<file path="config.mk">
export PLATFORM = sky130hd
export DESIGN_NAME = nearest_tuning_note_finder_unit
export DESIGN_NICKNAME = d
export VERILOG_FILES = /design/src/hdl/ntnf_pkg.sv /design/src/hdl/ntnf_mem.sv /design/src/hdl/ntnf_scan.sv /design/src/hdl/ntnf_ctrl.sv /design/src/hdl/nearest_tuning_note_finder_unit.sv
export SDC_FILE = /design/constraint.sdc
export NUM_CORES = 2
export LEC_CHECK = 0
export BUFFER_PORTS_ARGS = -buffer_cell sky130_fd_sc_hd__buf_2
export CAP_MARGIN = 30
export CORE_MARGIN = 2
export CORE_UTILIZATION = 55
export CTS_CLUSTER_SIZE = 28
export DETAILED_ROUTE_END_ITERATION = 8
export PLACE_DENSITY = 0.67
export SYNTH_ARGS = -nofsm -noshare
export SYNTH_HDL_FRONTEND = slang
export SYNTH_SLANG_ARGS = --single-unit
</file>
<file path="constraint.sdc">
create_clock -name i_clk -period 10.7 [get_ports i_clk]
set_input_delay 1.07 -clock i_clk [delete_from_list [all_inputs] [get_ports i_clk]]
set_output_delay 1.07 -clock i_clk [all_outputs]
set_load 0.05 [all_outputs]
</file>
<file path="src/hdl/ntnf_pkg.sv">
// ----------------------------------------------------------------------------
// ntnf_pkg: shared types and constants of the nearest tuning note finder
// Field widths, reset values, command and status codes, sequencer states.
// ----------------------------------------------------------------------------
`default_nettype none

package ntnf_pkg;

    localparam int NOTE_SLOTS_DEF   = 128;
    localparam int OCTAVE_COUNT_DEF = 16;

    localparam int CMD_W    = 2;
    localparam int SLOT_W   = 7;
    localparam int CENTS_W  = 32;
    localparam int NOTE_W   = 7;
    localparam int STATUS_W = 2;
    localparam int REF_W    = 25;
    localparam int OCTW_W   = 23;
    localparam int CTR_W    = 4;
    localparam int OFS_W    = 23;
    localparam int CFG_IDX_W  = 2;
    localparam int CFG_DATA_W = 25;
    localparam int PROD_W   = OCTW_W + CTR_W;

    localparam logic signed [REF_W-1:0] REF_RESET    = 25'sd19200;
    localparam logic [OCTW_W-1:0]       OCTW_RESET   = 23'd76800;
    localparam logic [CTR_W-1:0]        CENTER_RESET = 4'd4;

    localparam logic [CMD_W-1:0] CMD_WRITE = 2'd0;
    localparam logic [CMD_W-1:0] CMD_QUERY = 2'd1;
    localparam logic [CMD_W-1:0] CMD_CLEAR = 2'd2;

    localparam logic [STATUS_W-1:0] ST_OK        = 2'd0;
    localparam logic [STATUS_W-1:0] ST_EMPTY     = 2'd1;
    localparam logic [STATUS_W-1:0] ST_BAD_SLOT  = 2'd2;
    localparam logic [STATUS_W-1:0] ST_BAD_RANGE = 2'd3;

    localparam logic [CFG_IDX_W-1:0] CFG_REF    = 2'd0;
    localparam logic [CFG_IDX_W-1:0] CFG_OCTW   = 2'd1;
    localparam logic [CFG_IDX_W-1:0] CFG_CENTER = 2'd2;

    typedef enum logic [2:0] {
        S_IDLE,
        S_INIT,
        S_BASE,
        S_SCAN,
        S_DRAIN,
        S_RESP
    } t_state;

    // Controls from the sequencer to the candidate datapath
    typedef struct packed {
        logic start;      // load first octave offset, forget best
        logic load_base;  // load octave base pitch and base difference
        logic oct_step;   // advance octave offset by one octave width
        logic issue;      // a table read was issued this cycle
    } t_scan_ctl;

endpackage

`default_nettype wire

</file>
<file path="src/hdl/ntnf_mem.sv">
// ----------------------------------------------------------------------------
// ntnf_mem: note offset table
// One write port, one read port with registered read data.
// ----------------------------------------------------------------------------
`default_nettype none

module ntnf_mem
    import ntnf_pkg::*;
#(
    parameter int NOTE_SLOTS = NOTE_SLOTS_DEF,
    parameter int ADDR_W     = 7
) (
    input  wire                    i_clk,
    input  wire                    i_wr_en,
    input  wire [ADDR_W-1:0]       i_wr_addr,
    input  wire [OFS_W-1:0]        i_wr_data,
    input  wire [ADDR_W-1:0]       i_rd_addr,
    output logic [OFS_W-1:0]       o_rd_data
);

    logic [OFS_W-1:0] r_mem [NOTE_SLOTS];

    always_ff @(posedge i_clk) begin
        if (i_wr_en) begin
            r_mem[i_wr_addr] <= i_wr_data;
        end
        o_rd_data <= r_mem[i_rd_addr];
    end

endmodule

`default_nettype wire

</file>
<file path="src/hdl/ntnf_scan.sv">
// ----------------------------------------------------------------------------
// ntnf_scan: candidate pitch datapath
// Builds each candidate pitch from the octave base and the stored offset,
// takes its distance to the query pitch and keeps the best candidate.
// ----------------------------------------------------------------------------
`default_nettype none

module ntnf_scan
    import ntnf_pkg::*;
#(
    parameter int OCTAVE_COUNT = OCTAVE_COUNT_DEF,
    parameter int ADDR_W       = 7
) (
    input  wire                         i_clk,
    input  wire                         i_rst_n,
    input  t_scan_ctl                   i_ctl,
    input  wire [ADDR_W-1:0]            i_issue_idx,
    input  wire signed [REF_W-1:0]      i_ref_pitch,
    input  wire [OCTW_W-1:0]            i_octave_width,
    input  wire [CTR_W-1:0]             i_center_octave,
    input  wire signed [CENTS_W-1:0]    i_query,
    input  wire [OFS_W-1:0]             i_rd_data,
    output logic                        o_busy,
    output logic [ADDR_W-1:0]           o_best_idx
);

    localparam int OCT_W   = $clog2(OCTAVE_COUNT);
    localparam int DOCT_W  = ((OCT_W > CTR_W) ? OCT_W : CTR_W) + 1;
    localparam int OFF_W   = DOCT_W + OCTW_W;
    localparam int PITCH_W = OFF_W + 2;
    localparam int DIFF_W  = ((PITCH_W > CENTS_W) ? PITCH_W : CENTS_W) + 1;

    logic signed [OFF_W-1:0]   r_oct_off;
    logic signed [PITCH_W-1:0] r_base;
    logic signed [DIFF_W-1:0]  r_bmc;
    logic                      r_rd_vld, r_a_vld, r_b_vld;
    logic [ADDR_W-1:0]         r_rd_idx, r_a_idx, r_b_idx;
    logic signed [PITCH_W-1:0] r_a_pitch, r_b_pitch, r_best_pitch;
    logic signed [DIFF_W-1:0]  r_a_diff;
    logic [DIFF_W-1:0]         r_b_dist, r_best_dist;
    logic                      r_have;
    logic [ADDR_W-1:0]         r_best_idx;

    logic [PROD_W-1:0]         w_prod;
    logic signed [OFS_W-1:0]   w_ofs;
    logic                      w_take;

    assign w_prod = PROD_W'(i_center_octave) * PROD_W'(i_octave_width);
    assign w_ofs  = i_rd_data;

    assign w_take = !r_have || (r_b_dist < r_best_dist)
                    || ((r_b_dist == r_best_dist) && (r_b_pitch < r_best_pitch));

    always_ff @(posedge i_clk) begin
        if (!i_rst_n) begin
            r_rd_vld <= 1'b0;
            r_a_vld  <= 1'b0;
            r_b_vld  <= 1'b0;
            r_have   <= 1'b0;
        end else begin
            r_rd_vld <= i_ctl.issue;
            r_a_vld  <= r_rd_vld;
            r_b_vld  <= r_a_vld;
            if (i_ctl.start) begin
                r_have <= 1'b0;
            end else if (r_b_vld) begin
                r_have <= 1'b1;
            end
        end
    end

    always_ff @(posedge i_clk) begin
        if (i_ctl.start) begin
            r_oct_off <= OFF_W'(0) - OFF_W'(w_prod);
        end else if (i_ctl.oct_step) begin
            r_oct_off <= r_oct_off + OFF_W'(i_octave_width);
        end
        if (i_ctl.load_base) begin
            r_base <= PITCH_W'(i_ref_pitch) + PITCH_W'(r_oct_off);
            r_bmc  <= DIFF_W'(i_ref_pitch) + DIFF_W'(r_oct_off) - DIFF_W'(i_query);
        end
        // stage A: candidate pitch and signed distance
        r_rd_idx  <= i_issue_idx;
        r_a_idx   <= r_rd_idx;
        r_a_pitch <= r_base + PITCH_W'(w_ofs);
        r_a_diff  <= r_bmc + DIFF_W'(w_ofs);
        // stage B: magnitude
        r_b_idx   <= r_a_idx;
        r_b_pitch <= r_a_pitch;
        r_b_dist  <= r_a_diff[DIFF_W-1] ? DIFF_W'(-r_a_diff) : DIFF_W'(r_a_diff);
        // stage C: keep the best
        if (r_b_vld && w_take) begin
            r_best_dist  <= r_b_dist;
            r_best_pitch <= r_b_pitch;
            r_best_idx   <= r_b_idx;
        end
    end

    assign o_busy     = r_rd_vld | r_a_vld | r_b_vld;
    assign o_best_idx = r_best_idx;

endmodule

`default_nettype wire

</file>
<file path="src/hdl/ntnf_ctrl.sv">
// ----------------------------------------------------------------------------
// ntnf_ctrl: command sequencer
// Accepts items, applies writes and clears, walks octaves and notes for a
// query and holds the result register of the output channel.
// ----------------------------------------------------------------------------
`default_nettype none

module ntnf_ctrl
    import ntnf_pkg::*;
#(
    parameter int NOTE_SLOTS   = NOTE_SLOTS_DEF,
    parameter int OCTAVE_COUNT = OCTAVE_COUNT_DEF,
    parameter int ADDR_W       = 7,
    parameter int CNT_W        = 8
) (
    input  wire                         i_clk,
    input  wire                         i_rst_n,
    input  wire                         i_in_valid,
    output logic                        o_in_stall,
    input  wire [CMD_W-1:0]             i_command,
    input  wire [SLOT_W-1:0]            i_note_slot,
    input  wire signed [CENTS_W-1:0]    i_cents_value,
    output logic                        o_out_valid,
    input  wire                         i_out_stall,
    output logic [NOTE_W-1:0]           o_nearest_note,
    output logic [STATUS_W-1:0]         o_status,
    output logic                        o_wr_en,
    output logic [ADDR_W-1:0]           o_wr_addr,
    output logic [OFS_W-1:0]            o_wr_data,
    output logic [ADDR_W-1:0]           o_rd_addr,
    output t_scan_ctl                   o_ctl,
    output logic signed [CENTS_W-1:0]   o_query,
    input  wire                         i_busy,
    input  wire [ADDR_W-1:0]            i_best_idx
);

    localparam int OCT_W = $clog2(OCTAVE_COUNT);
    localparam int CMP_W = (CNT_W > SLOT_W) ? CNT_W : SLOT_W;
    localparam logic [OCT_W-1:0] OCT_LAST = OCT_W'(OCTAVE_COUNT - 1);

    t_state                 r_state, n_state;
    logic [CNT_W-1:0]       r_count;
    logic [CNT_W-1:0]       r_idx;
    logic [OCT_W-1:0]       r_oct;
    logic [STATUS_W-1:0]    r_res_status;
    logic                   r_res_query;
    logic signed [CENTS_W-1:0] r_query;
    logic                   r_out_vld;
    logic [NOTE_W-1:0]      r_out_note;
    logic [STATUS_W-1:0]    r_out_status;

    logic                   w_accept;
    logic [CMP_W-1:0]       w_slot;
    logic                   w_slot_ok;
    logic                   w_range_ok;
    logic                   w_out_free;
    logic                   w_last_idx;

    assign w_accept   = i_in_valid && (r_state == S_IDLE);
    assign w_slot     = CMP_W'(i_note_slot);
    assign w_slot_ok  = (w_slot <= CMP_W'(r_count)) && (w_slot < CMP_W'(NOTE_SLOTS));
    assign w_range_ok = (&i_cents_value[CENTS_W-1:OFS_W-1])
                        || !(|i_cents_value[CENTS_W-1:OFS_W-1]);
    assign w_out_free = !r_out_vld || !i_out_stall;
    assign w_last_idx = (r_idx == r_count - CNT_W'(1));

    // next state
    always_comb begin
        n_state = r_state;
        case (r_state)
            S_IDLE: begin
                if (w_accept) begin
                    if (i_command == CMD_QUERY && r_count != '0) begin
                        n_state = S_INIT;
                    end else begin
                        n_state = S_RESP;
                    end
                end
            end
            S_INIT:  n_state = S_BASE;
            S_BASE:  n_state = S_SCAN;
            S_SCAN: begin
                if (w_last_idx) begin
                    n_state = S_DRAIN;
                end
            end
            S_DRAIN: begin
                if (!i_busy) begin
                    n_state = (r_oct == OCT_LAST) ? S_RESP : S_BASE;
                end
            end
            S_RESP: begin
                if (w_out_free) begin
                    n_state = S_IDLE;
                end
            end
            default: n_state = S_IDLE;
        endcase
    end

    // outputs of the sequencer
    always_comb begin
        o_ctl     = '0;
        o_wr_en   = 1'b0;
        case (r_state)
            S_IDLE: begin
                o_wr_en = w_accept && (i_command == CMD_WRITE) && w_slot_ok && w_range_ok;
            end
            S_INIT:  o_ctl.start     = 1'b1;
            S_BASE:  o_ctl.load_base = 1'b1;
            S_SCAN:  o_ctl.issue     = 1'b1;
            S_DRAIN: o_ctl.oct_step  = !i_busy && (r_oct != OCT_LAST);
            S_RESP:  o_ctl = '0;
            default: o_ctl = '0;
        endcase
    end

    always_ff @(posedge i_clk) begin
        if (!i_rst_n) begin
            r_state   <= S_IDLE;
            r_count   <= '0;
            r_out_vld <= 1'b0;
        end else begin
            r_state <= n_state;
            if (w_accept && i_command == CMD_CLEAR) begin
                r_count <= '0;
            end else if (o_wr_en && w_slot == CMP_W'(r_count)) begin
                r_count <= r_count + CNT_W'(1);
            end
            if (r_state == S_RESP && w_out_free) begin
                r_out_vld <= 1'b1;
            end else if (!i_out_stall) begin
                r_out_vld <= 1'b0;
            end
        end
    end

    always_ff @(posedge i_clk) begin
        if (w_accept) begin
            r_query <= i_cents_value;
            case (i_command)
                CMD_WRITE: begin
                    r_res_query <= 1'b0;
                    if (!w_slot_ok) begin
                        r_res_status <= ST_BAD_SLOT;
                    end else if (!w_range_ok) begin
                        r_res_status <= ST_BAD_RANGE;
                    end else begin
                        r_res_status <= ST_OK;
                    end
                end
                CMD_QUERY: begin
                    r_res_query  <= (r_count != '0);
                    r_res_status <= (r_count == '0) ? ST_EMPTY : ST_OK;
                end
                default: begin
                    r_res_query  <= 1'b0;
                    r_res_status <= ST_OK;
                end
            endcase
        end
        if (r_state == S_INIT) begin
            r_oct <= '0;
        end else if (o_ctl.oct_step) begin
            r_oct <= r_oct + OCT_W'(1);
        end
        if (r_state == S_BASE) begin
            r_idx <= '0;
        end else if (r_state == S_SCAN) begin
            r_idx <= r_idx + CNT_W'(1);
        end
        if (r_state == S_RESP && w_out_free) begin
            r_out_status <= r_res_status;
            r_out_note   <= r_res_query ? NOTE_W'(i_best_idx) : '0;
        end
    end

    assign o_in_stall     = (r_state != S_IDLE);
    assign o_out_valid    = r_out_vld;
    assign o_nearest_note = r_out_note;
    assign o_status       = r_out_status;
    assign o_wr_addr      = w_slot[ADDR_W-1:0];
    assign o_wr_data      = i_cents_value[OFS_W-1:0];
    assign o_rd_addr      = r_idx[ADDR_W-1:0];
    assign o_query        = r_query;

endmodule

`default_nettype wire

</file>
<file path="src/hdl/nearest_tuning_note_finder_unit.sv">
// ----------------------------------------------------------------------------
// nearest_tuning_note_finder_unit: nearest note in a tuning scale
// Stores a scale of note offsets and finds the note nearest a query pitch.
// ----------------------------------------------------------------------------
// A note write, a clear or an unused command goes from the idle state
// straight to the response state. A query with N stored notes walks every
// octave, one candidate per cycle within each octave's scan, through a single
// shared add/compare pipeline fed by the one read port of the note table.
// The input stalls for the whole item; a finished result waits in the output
// register and the next item can be taken while it does. Cents are signed
// with 6 fraction bits; ties go to the lower pitch, then to the earlier note.
// Configuration must be written only while no item is in flight; the block
// itself does not enforce it. o_cfg_ready is always high.
`default_nettype none

module nearest_tuning_note_finder_unit
    import ntnf_pkg::*;
#(
    parameter int NOTE_SLOTS   = NOTE_SLOTS_DEF,
    parameter int OCTAVE_COUNT = OCTAVE_COUNT_DEF
) (
    input  wire                         i_clk,
    input  wire                         i_rst_n,
    input  wire                         i_in_valid,
    output logic                        o_in_stall,
    input  wire [CMD_W-1:0]             i_command,
    input  wire [SLOT_W-1:0]            i_note_slot,
    input  wire signed [CENTS_W-1:0]    i_cents_value,
    output logic                        o_out_valid,
    input  wire                         i_out_stall,
    output logic [NOTE_W-1:0]           o_nearest_note,
    output logic [STATUS_W-1:0]         o_status,
    input  wire                         i_cfg_valid,
    output logic                        o_cfg_ready,
    input  wire [CFG_IDX_W-1:0]         i_cfg_index,
    input  wire [CFG_DATA_W-1:0]        i_cfg_data
);

    localparam int ADDR_W = (NOTE_SLOTS > 1) ? $clog2(NOTE_SLOTS) : 1;
    localparam int CNT_W  = $clog2(NOTE_SLOTS + 1);

    logic signed [REF_W-1:0]   r_ref_pitch;
    logic [OCTW_W-1:0]         r_octave_width;
    logic [CTR_W-1:0]          r_center_octave;

    t_scan_ctl                 w_ctl;
    logic                      w_wr_en;
    logic [ADDR_W-1:0]         w_wr_addr;
    logic [OFS_W-1:0]          w_wr_data;
    logic [ADDR_W-1:0]         w_rd_addr;
    logic [OFS_W-1:0]          w_rd_data;
    logic signed [CENTS_W-1:0] w_query;
    logic                      w_busy;
    logic [ADDR_W-1:0]         w_best_idx;

    assign o_cfg_ready = 1'b1;

    always_ff @(posedge i_clk) begin
        if (!i_rst_n) begin
            r_ref_pitch     <= REF_RESET;
            r_octave_width  <= OCTW_RESET;
            r_center_octave <= CENTER_RESET;
        end else if (i_cfg_valid) begin
            case (i_cfg_index)
                CFG_REF:    r_ref_pitch     <= i_cfg_data[REF_W-1:0];
                CFG_OCTW:   r_octave_width  <= i_cfg_data[OCTW_W-1:0];
                CFG_CENTER: r_center_octave <= i_cfg_data[CTR_W-1:0];
                default:    r_ref_pitch     <= r_ref_pitch;
            endcase
        end
    end

    ntnf_ctrl #(
        .NOTE_SLOTS   (NOTE_SLOTS),
        .OCTAVE_COUNT (OCTAVE_COUNT),
        .ADDR_W       (ADDR_W),
        .CNT_W        (CNT_W)
    ) u_ctrl (
        .i_clk          (i_clk),
        .i_rst_n        (i_rst_n),
        .i_in_valid     (i_in_valid),
        .o_in_stall     (o_in_stall),
        .i_command      (i_command),
        .i_note_slot    (i_note_slot),
        .i_cents_value  (i_cents_value),
        .o_out_valid    (o_out_valid),
        .i_out_stall    (i_out_stall),
        .o_nearest_note (o_nearest_note),
        .o_status       (o_status),
        .o_wr_en        (w_wr_en),
        .o_wr_addr      (w_wr_addr),
        .o_wr_data      (w_wr_data),
        .o_rd_addr      (w_rd_addr),
        .o_ctl          (w_ctl),
        .o_query        (w_query),
        .i_busy         (w_busy),
        .i_best_idx     (w_best_idx)
    );

    ntnf_mem #(
        .NOTE_SLOTS (NOTE_SLOTS),
        .ADDR_W     (ADDR_W)
    ) u_mem (
        .i_clk     (i_clk),
        .i_wr_en   (w_wr_en),
        .i_wr_addr (w_wr_addr),
        .i_wr_data (w_wr_data),
        .i_rd_addr (w_rd_addr),
        .o_rd_data (w_rd_data)
    );

    ntnf_scan #(
        .OCTAVE_COUNT (OCTAVE_COUNT),
        .ADDR_W       (ADDR_W)
    ) u_scan (
        .i_clk           (i_clk),
        .i_rst_n         (i_rst_n),
        .i_ctl           (w_ctl),
        .i_issue_idx     (w_rd_addr),
        .i_ref_pitch     (r_ref_pitch),
        .i_octave_width  (r_octave_width),
        .i_center_octave (r_center_octave),
        .i_query         (w_query),
        .i_rd_data       (w_rd_data),
        .o_busy          (w_busy),
        .o_best_idx      (w_best_idx)
    );

endmodule

`default_nettype wire
</file>
# ---- Word level (Yosys, flattened, before mapping)
# Memories as Yosys holds them, arrays and structs flattened. A register that Yosys moved wholly into a read port is not among the register bits.
# Cells that the tools add are included.
dict set report word_totals {
  mem_bits_ro 0
  mem_bits_rw 2944
  input_bits 73
  register_bits 432
  wordCells 130
  latchBits 0
  mem_count 1
  out_inout_bits 12
}
dict set report classes {
  reduce_logical 36
  n_lt_le_gt_ge 4
  addsub 12
  bitwise 3
  n_mux 23
  shifts 0
  eq_ne 19
  n_mul 1
  n_div 0
}
# name depth width rd rd_clocked_by_memory_dff write_ports line_no
set memory_table {}
lappend memory_table {u_mem.r_mem 128 23 1 1 1 ntnf_mem.sv:21} ;# logic [OFS_W-1:0] r_mem [NOTE_SLOTS];
# op n
set op_table {}
lappend op_table {{25-bit by 28-bit adder with 29-bit output} 2}
lappend op_table {{28-bit two-way mux} 2}
lappend op_table {{33-bit by 23-bit adder with 33-bit output} 1}
lappend op_table {{33-bit == test} 1}
lappend op_table {{33-bit less-than comparator} 1}
lappend op_table {{33-bit negator} 1}
lappend op_table {{29-bit by 32-bit subtractor with 33-bit output} 1}
lappend op_table {{32-bit two-way mux} 1}
lappend op_table {{30-bit by 23-bit adder with 30-bit output} 1}
lappend op_table {{30-bit less-than comparator} 1}
lappend op_table {{28-bit by 23-bit adder with 28-bit output} 1}
lappend op_table {{1-bit by 27-bit subtractor with 28-bit output, first input constant} 1}
lappend op_table {{4-bit by 23-bit multiplier with 27-bit output} 1}
lappend op_table {{3-bit two-way mux} 6}
lappend op_table {{3-bit case mux with 6 select lines} 1}
lappend op_table {{8-bit by 1-bit adder with 8-bit output, second input constant} 2}
lappend op_table {{1-bit logical AND} 12}
lappend op_table {{1-bit two-way mux} 10}
lappend op_table {{10-bit AND reduction} 1}
lappend op_table {{10-bit OR reduction} 1}
lappend op_table {{7-bit by 8-bit == test with 1-bit output} 1}
lappend op_table {{8-bit == test} 1}
lappend op_table {{7-bit by 8-bit <= comparator with 1-bit output} 1}
lappend op_table {{8-bit zero test} 1}
lappend op_table {{26 further kinds} 46}

# ---- Depth between registers and ports, before layout
dict set report depth {
  ltp_word 8
  depth_mapped 18
  mapped_depth_nobuf 17
}

# ---- Cells and area by module
# Synthesis repeated with hierarchy kept, for this count alone.
dict set report unflattened {
  cells_unflattened 7076
  area_unflattened_um2 139576.4
}
# module seq_area_each_um2 cells_each area_per_inst_um2 n_inst
set by_module_without_submodules {}
lappend by_module_without_submodules {ntnf_mem 88865.2 4356 112574.2 1}
lappend by_module_without_submodules {ntnf_scan 7827.5 2219 21583.2 1}
lappend by_module_without_submodules {ntnf_ctrl 1801.7 294 3321.9 1}
lappend by_module_without_submodules {nearest_tuning_note_finder_unit 1041.0 207 2097.0 1}

# ---- Worst setup path after synthesis
# Ideal clock, no wire load.
dict set report synth_path {
  path_kind {register -> register}
  startpoint {register u_scan.r_best_pitch[15]}
  endpoint {register u_scan.r_best_idx[0] (netlist: u_scan.o_best_idx[0]) (enable)}
  path_stages_with_launch 12
  setup_ps 602
  slack_ps 2667
  t_required_ps 10098
  arrival_time_ps 7432
  path_cell_list {edfxtp_1 -> inv_1 -> ha_1 -> a21o_1 -> a21oi_1 -> nor2_1 -> a2111oi_0 -> o21ai_0 -> or4_1 -> a221oi_1 -> mux2i_1 -> o31ai_1}
}
dict set report synth_between {
  elab_chain_cells 4
}
# element line_no
set synth_rtl {}
lappend synth_rtl {{from (decl)} ntnf_scan.sv:38} ;# logic signed [PITCH_W-1:0] r_a_pitch, r_b_pitch, r_best_pitch;
lappend synth_rtl {{from (signal assigned)} ntnf_scan.sv:94} ;# r_best_pitch <= r_b_pitch;
lappend synth_rtl {{30-bit less-than comparator} ntnf_scan.sv:52} ;# || ((r_b_dist == r_best_dist) && (r_b_pitch < r_best_pitch));
lappend synth_rtl {{1-bit logical AND} ntnf_scan.sv:52}
lappend synth_rtl {{1-bit logical OR} ntnf_scan.sv:52}
lappend synth_rtl {{1-bit logical AND} ntnf_scan.sv:92} ;# if (r_b_vld && w_take) begin
lappend synth_rtl {{to (signal assigned)} ntnf_scan.sv:95} ;# r_best_idx <= r_b_idx;
lappend synth_rtl {{to (decl)} ntnf_scan.sv:42} ;# logic [ADDR_W-1:0] r_best_idx;
# Every way passes these cells.
# A chain may end at the register's enable or synchronous reset.

# ---- Final worst setup path
dict set report layout_path {
  startpoint {register r_center_octave[1]}
  endpoint {register u_scan.r_oct_off[26] (data pin)}
}
dict set report layout_between {
  elab_chain_cells 3
}
# element line_no
set layout_rtl {}
lappend layout_rtl {{from (decl)} nearest_tuning_note_finder_unit.sv:44} ;# logic [CTR_W-1:0] r_center_octave;
lappend layout_rtl {{from (signal assigned)} nearest_tuning_note_finder_unit.sv:67} ;# CFG_CENTER: r_center_octave <= i_cfg_data[CTR_W-1:0];
lappend layout_rtl {{4-bit by 23-bit multiplier with 27-bit output} ntnf_scan.sv:48} ;# assign w_prod = PROD_W'(i_center_octave) * PROD_W'(i_octave_width);
lappend layout_rtl {{1-bit by 27-bit subtractor with 28-bit output} ntnf_scan.sv:74} ;# r_oct_off <= OFF_W'(0) - OFF_W'(w_prod);
lappend layout_rtl {{28-bit two-way mux} ntnf_scan.sv:73} ;# if (i_ctl.start) begin
lappend layout_rtl {{to (signal assigned)} ntnf_scan.sv:74}
lappend layout_rtl {{to (signal assigned)} ntnf_scan.sv:76} ;# r_oct_off <= r_oct_off + OFF_W'(i_octave_width);
lappend layout_rtl {{to (decl)} ntnf_scan.sv:33} ;# logic signed [OFF_W-1:0] r_oct_off;
# Every way passes these cells.

==> results.cfg <==
[timing]
drv_slew = 0
rsz0062_at_grt = no
finalSetupViolCount = 0
slew_headroom_pct = 29.8
worst_pin_slew_ps = 1050
skew_ps = 63.2
setup_tns_ps = 0
timing.final.ws_setup_ps = 5260
finalHoldViolations = 0
period_share_pct = 50.8
period_needed_ps = 5440
max_freq_mhz = 184

[outcome]
status = complete, but fails checks
violations = DRC

[final_layout]
drive_gt1_share_pct = 25.3
final_nets = 7792
finalCoreUtilization_pct = 62.0
syn_to_final_growth_pct = 12.4

[die]
initial_core_util_pct = 55.2
die_w_microns = 506
ios = 85
dieHeight_microns = 506
core_sq_um = 251000
fp-row-count = 184
die-area_sq_um = 256000

[critical_path]
critPathSlowestCell = dfxtp_1
critPathKind = reg -> reg
cp_top_family = compound AO/OA/AOI/OAI gates
crit_buf_inv = 1
timing.rr.start = r_center_octave[1]
r2r_cells = 15
crit_arrival_ps = 6120
startpoint_type = flip-flop
worst_setup_path_end_kind = flip-flop
r2r_slack_ps = 5260
r2r_end = u_scan.r_oct_off[26]
worstPathCellList = nand2_1, fa_1, fa_1, ha_1, ha_1, nor2b_1, o21ai_0, a21oi_1, o41ai_1, buf_4, a211oi_1, a41oi_1, a311oi_1, xnor2_1, mux2i_1
slowest_delay_ps = 880
worst-path-max-fanout = 24
cp.required_ps = 11390

[clock_network]
clockRootBuffer = clkbuf_16
cts.repair.resized = 0
htree_levels = 5
ctsLongestPathBuffers = 4
cts_tree = built
numCtsBuffers = 359
clk_latency_ps = 1000
post-cts-setup-buffers = 0
clock-sinks = 3398
hold_buffers = 0
clk_pin_slew_worst_paths_ps = 60

[placement]
numPortBuffers = 83
hpwl_microns = 199000
pre_cts_ws_ps = 5360
gp_congestion = 0.864

[routing]
viasPerCell = 6.31
drt-total-wl_microns = 336000
ant_nets = 0
dr.pass1.iters = 8
via_count = 69400
wire_per_inst_microns = 30.5
drt-initial-drc-count = 8554
drc = 1

[synth]
synth_nets = 7413
synth_area_sq_um = 138000
ys_warn_count = 0
ys_types = 73
synthCells = 6987
synth_top_family_by_area = multiplexers
avgSynthCellArea_sq_um = 19.8
synth-edff-count = 3148
yosys_register_bits = 3398
yosys.area_share.simple_pct = 2.83
synth_compound_area_share_pct = 2.86
async_reset_ff_share_pct = 0
synthAdderAreaFrac_pct = 3.61
yosysSeqAreaShare_pct = 71.9
synth-xor-area-share_pct = 1.26
synthFlopType = edfxtp_1
synthMuxAreaShare_pct = 16.0

[global_route]
grt_pass1_vias = 69800
grt_pass1_wl_microns = 488000
antenna_found_initial = 34
grt_overflow_total = 0
grt_max_degree = 142
grt_usage_pct = 26.4

[power]
p_leak_nw = 50.3
total_power_mw = 38.2
peakVddDrop_uv = 202
p_per_area_nw_per_um2 = 245

[job]
drv_cap = 0

[hold_path]
whs_endpoint = u_scan.r_b_pitch[14]
hp-class = reg -> reg
hold_path_depth = 0
worstHoldStart = u_scan.r_a_pitch[14]
## cell type report
cell class / count / area (sq um)
clock inverter: 176 / 1640
timing repair buffer: 294 / 2370
sequential: 3398 / 99600
multi-input combinational: 3021 / 37100
antenna: 21 / 52.6
inverter: 292 / 1100
fill: 17300 / 95300
tap: 3348 / 4190
clock buffer: 450 / 9590
## registers in the layout (all words and copies together) (netlist names), 28 cells and up
name and count:
u_ctrl.o_query 32, u_mem.r_mem 2944, u_scan.r_a_diff 33, u_scan.r_a_pitch 30, u_scan.r_b_dist 33, u_scan.r_b_pitch 30
u_scan.r_base 29, u_scan.r_best_dist 33, u_scan.r_best_pitch 30, u_scan.r_bmc 33, u_scan.r_oct_off 28
## cell families (layout without fill, tap and decap cells)
logic type	count (synthesis)	in the layout
AOI/OAI and AO/OA	615	615
xor gates and xnor gates	199	199
adders and majority gates	353	353
buffers and inverters	568	1212
DFF	3398	3398
muxes	1002	1002
other	1	22
and+or+nand+nor	851	851
## metrics by stage
stage / area, sq um / cells / hold WS (ps)
final: 156000 / 11000 / 303
after global routing: 156000 / 11000 / 295
after CTS: 155000 / 11000 / 265
after detailed placement: 144000 / 10300 / 312
after global placement: 144000 / 10300 / 310
after floorplan: 138000 / 6987 / 310
## Yosys cell counts, drive strengths merged (18+ instances only)
cell	count	area, sq um
a21o	111	833
nand3	40	200
or3	19	129
o21ai	130	651
ha	275	3440
buf	105	490
a31oi	27	169
xnor2	134	1170
mux4	962	21700
dfxtp	250	5000
clkbuf	171	642
nand2b	36	225
a211oi	25	188
nand2	298	1120
nor3	26	130
a21boi	44	330
nand4	39	244
a21oi	152	761
mux2	23	259
fa	78	1560
and2	37	231
nor2	256	961
nor2b	38	238
o31ai	18	140
inv	292	1100
o21a	21	158
xor2	65	569
edfxtp	3148	94500
## metal layers
layer / share of wire (%) / GRT usage [%] / wire length, microns / vias to the layer above
met4: 2.6 / 7.11 / 8670 / 12
met1: 40 / 38.1 / 136000 / 36800
met2: 49 / 41.9 / 163000 / 3082
met5: 0.028 / 0 / 94 / -
met3: 8.4 / 4.95 / 28100 / 450
li1: - / - / - / 29100
## how the worst max path moves through the flow
stage / to / slack [ps] / start / cells past startpoint
after floorplan: u_scan.o_best_idx[0] / 2670 / u_scan.r_best_pitch[15] / 11
after global placement: u_scan.r_oct_off[26] / 5360 / r_center_octave[1] / 18
after detailed placement: u_scan.r_oct_off[26] / 5360 / r_center_octave[1] / 15
after CTS: u_scan.r_oct_off[26] / 5340 / r_center_octave[1] / 15
after global routing: u_scan.r_oct_off[26] / 4870 / r_center_octave[1] / 15
final: u_scan.r_oct_off[26] / 5260 / r_center_octave[1] / 15
## worst reg2reg max path, stage by stage (launching register included)
cell and delay (ps):
dfxtp_1 880, nand2_1 190, fa_1 610, fa_1 420
ha_1 290, ha_1 350, nor2b_1 160, o21ai_0 110
a21oi_1 300, o41ai_1 120, buf_4 150, a211oi_1 750
a41oi_1 230, a311oi_1 360, xnor2_1 150, mux2i_1 80
## layout by cell type (no fill, tap or decap), drive strengths merged, types with 7 or more instances in the layout
cell,n
a31oi,27
mux2i,17
a21oi,152
inv,302
o21ai,130
nand3b,9
clkbuf,450
and3,13
or3,19
o21a,21
nand2b,36
xor2,65
clkinv,132
diode,21
nor4,10
nand2,298
o31ai,18
o211ai,17
nor2,256
nor2b,38
dfxtp,250
fa,78
buf,294
nor3b,7
ha,275
nor3,26
o41ai,11
bufinv,28
a21o,111
mux2,23
a211oi,25
nand4,39
a21boi,44
o21bai,10
and2,37
nand3,40
xnor2,134
edfxtp,3148
mux4,962
or2,7
## where the power goes
group          internal (mW)  switching [mW]  leakage, nW
Sequential              15.3           0.487         30.4
Combinational           4.83            5.59         14.4
Clock                   7.00            4.97         5.51
(Power assumes the default switching activity.)
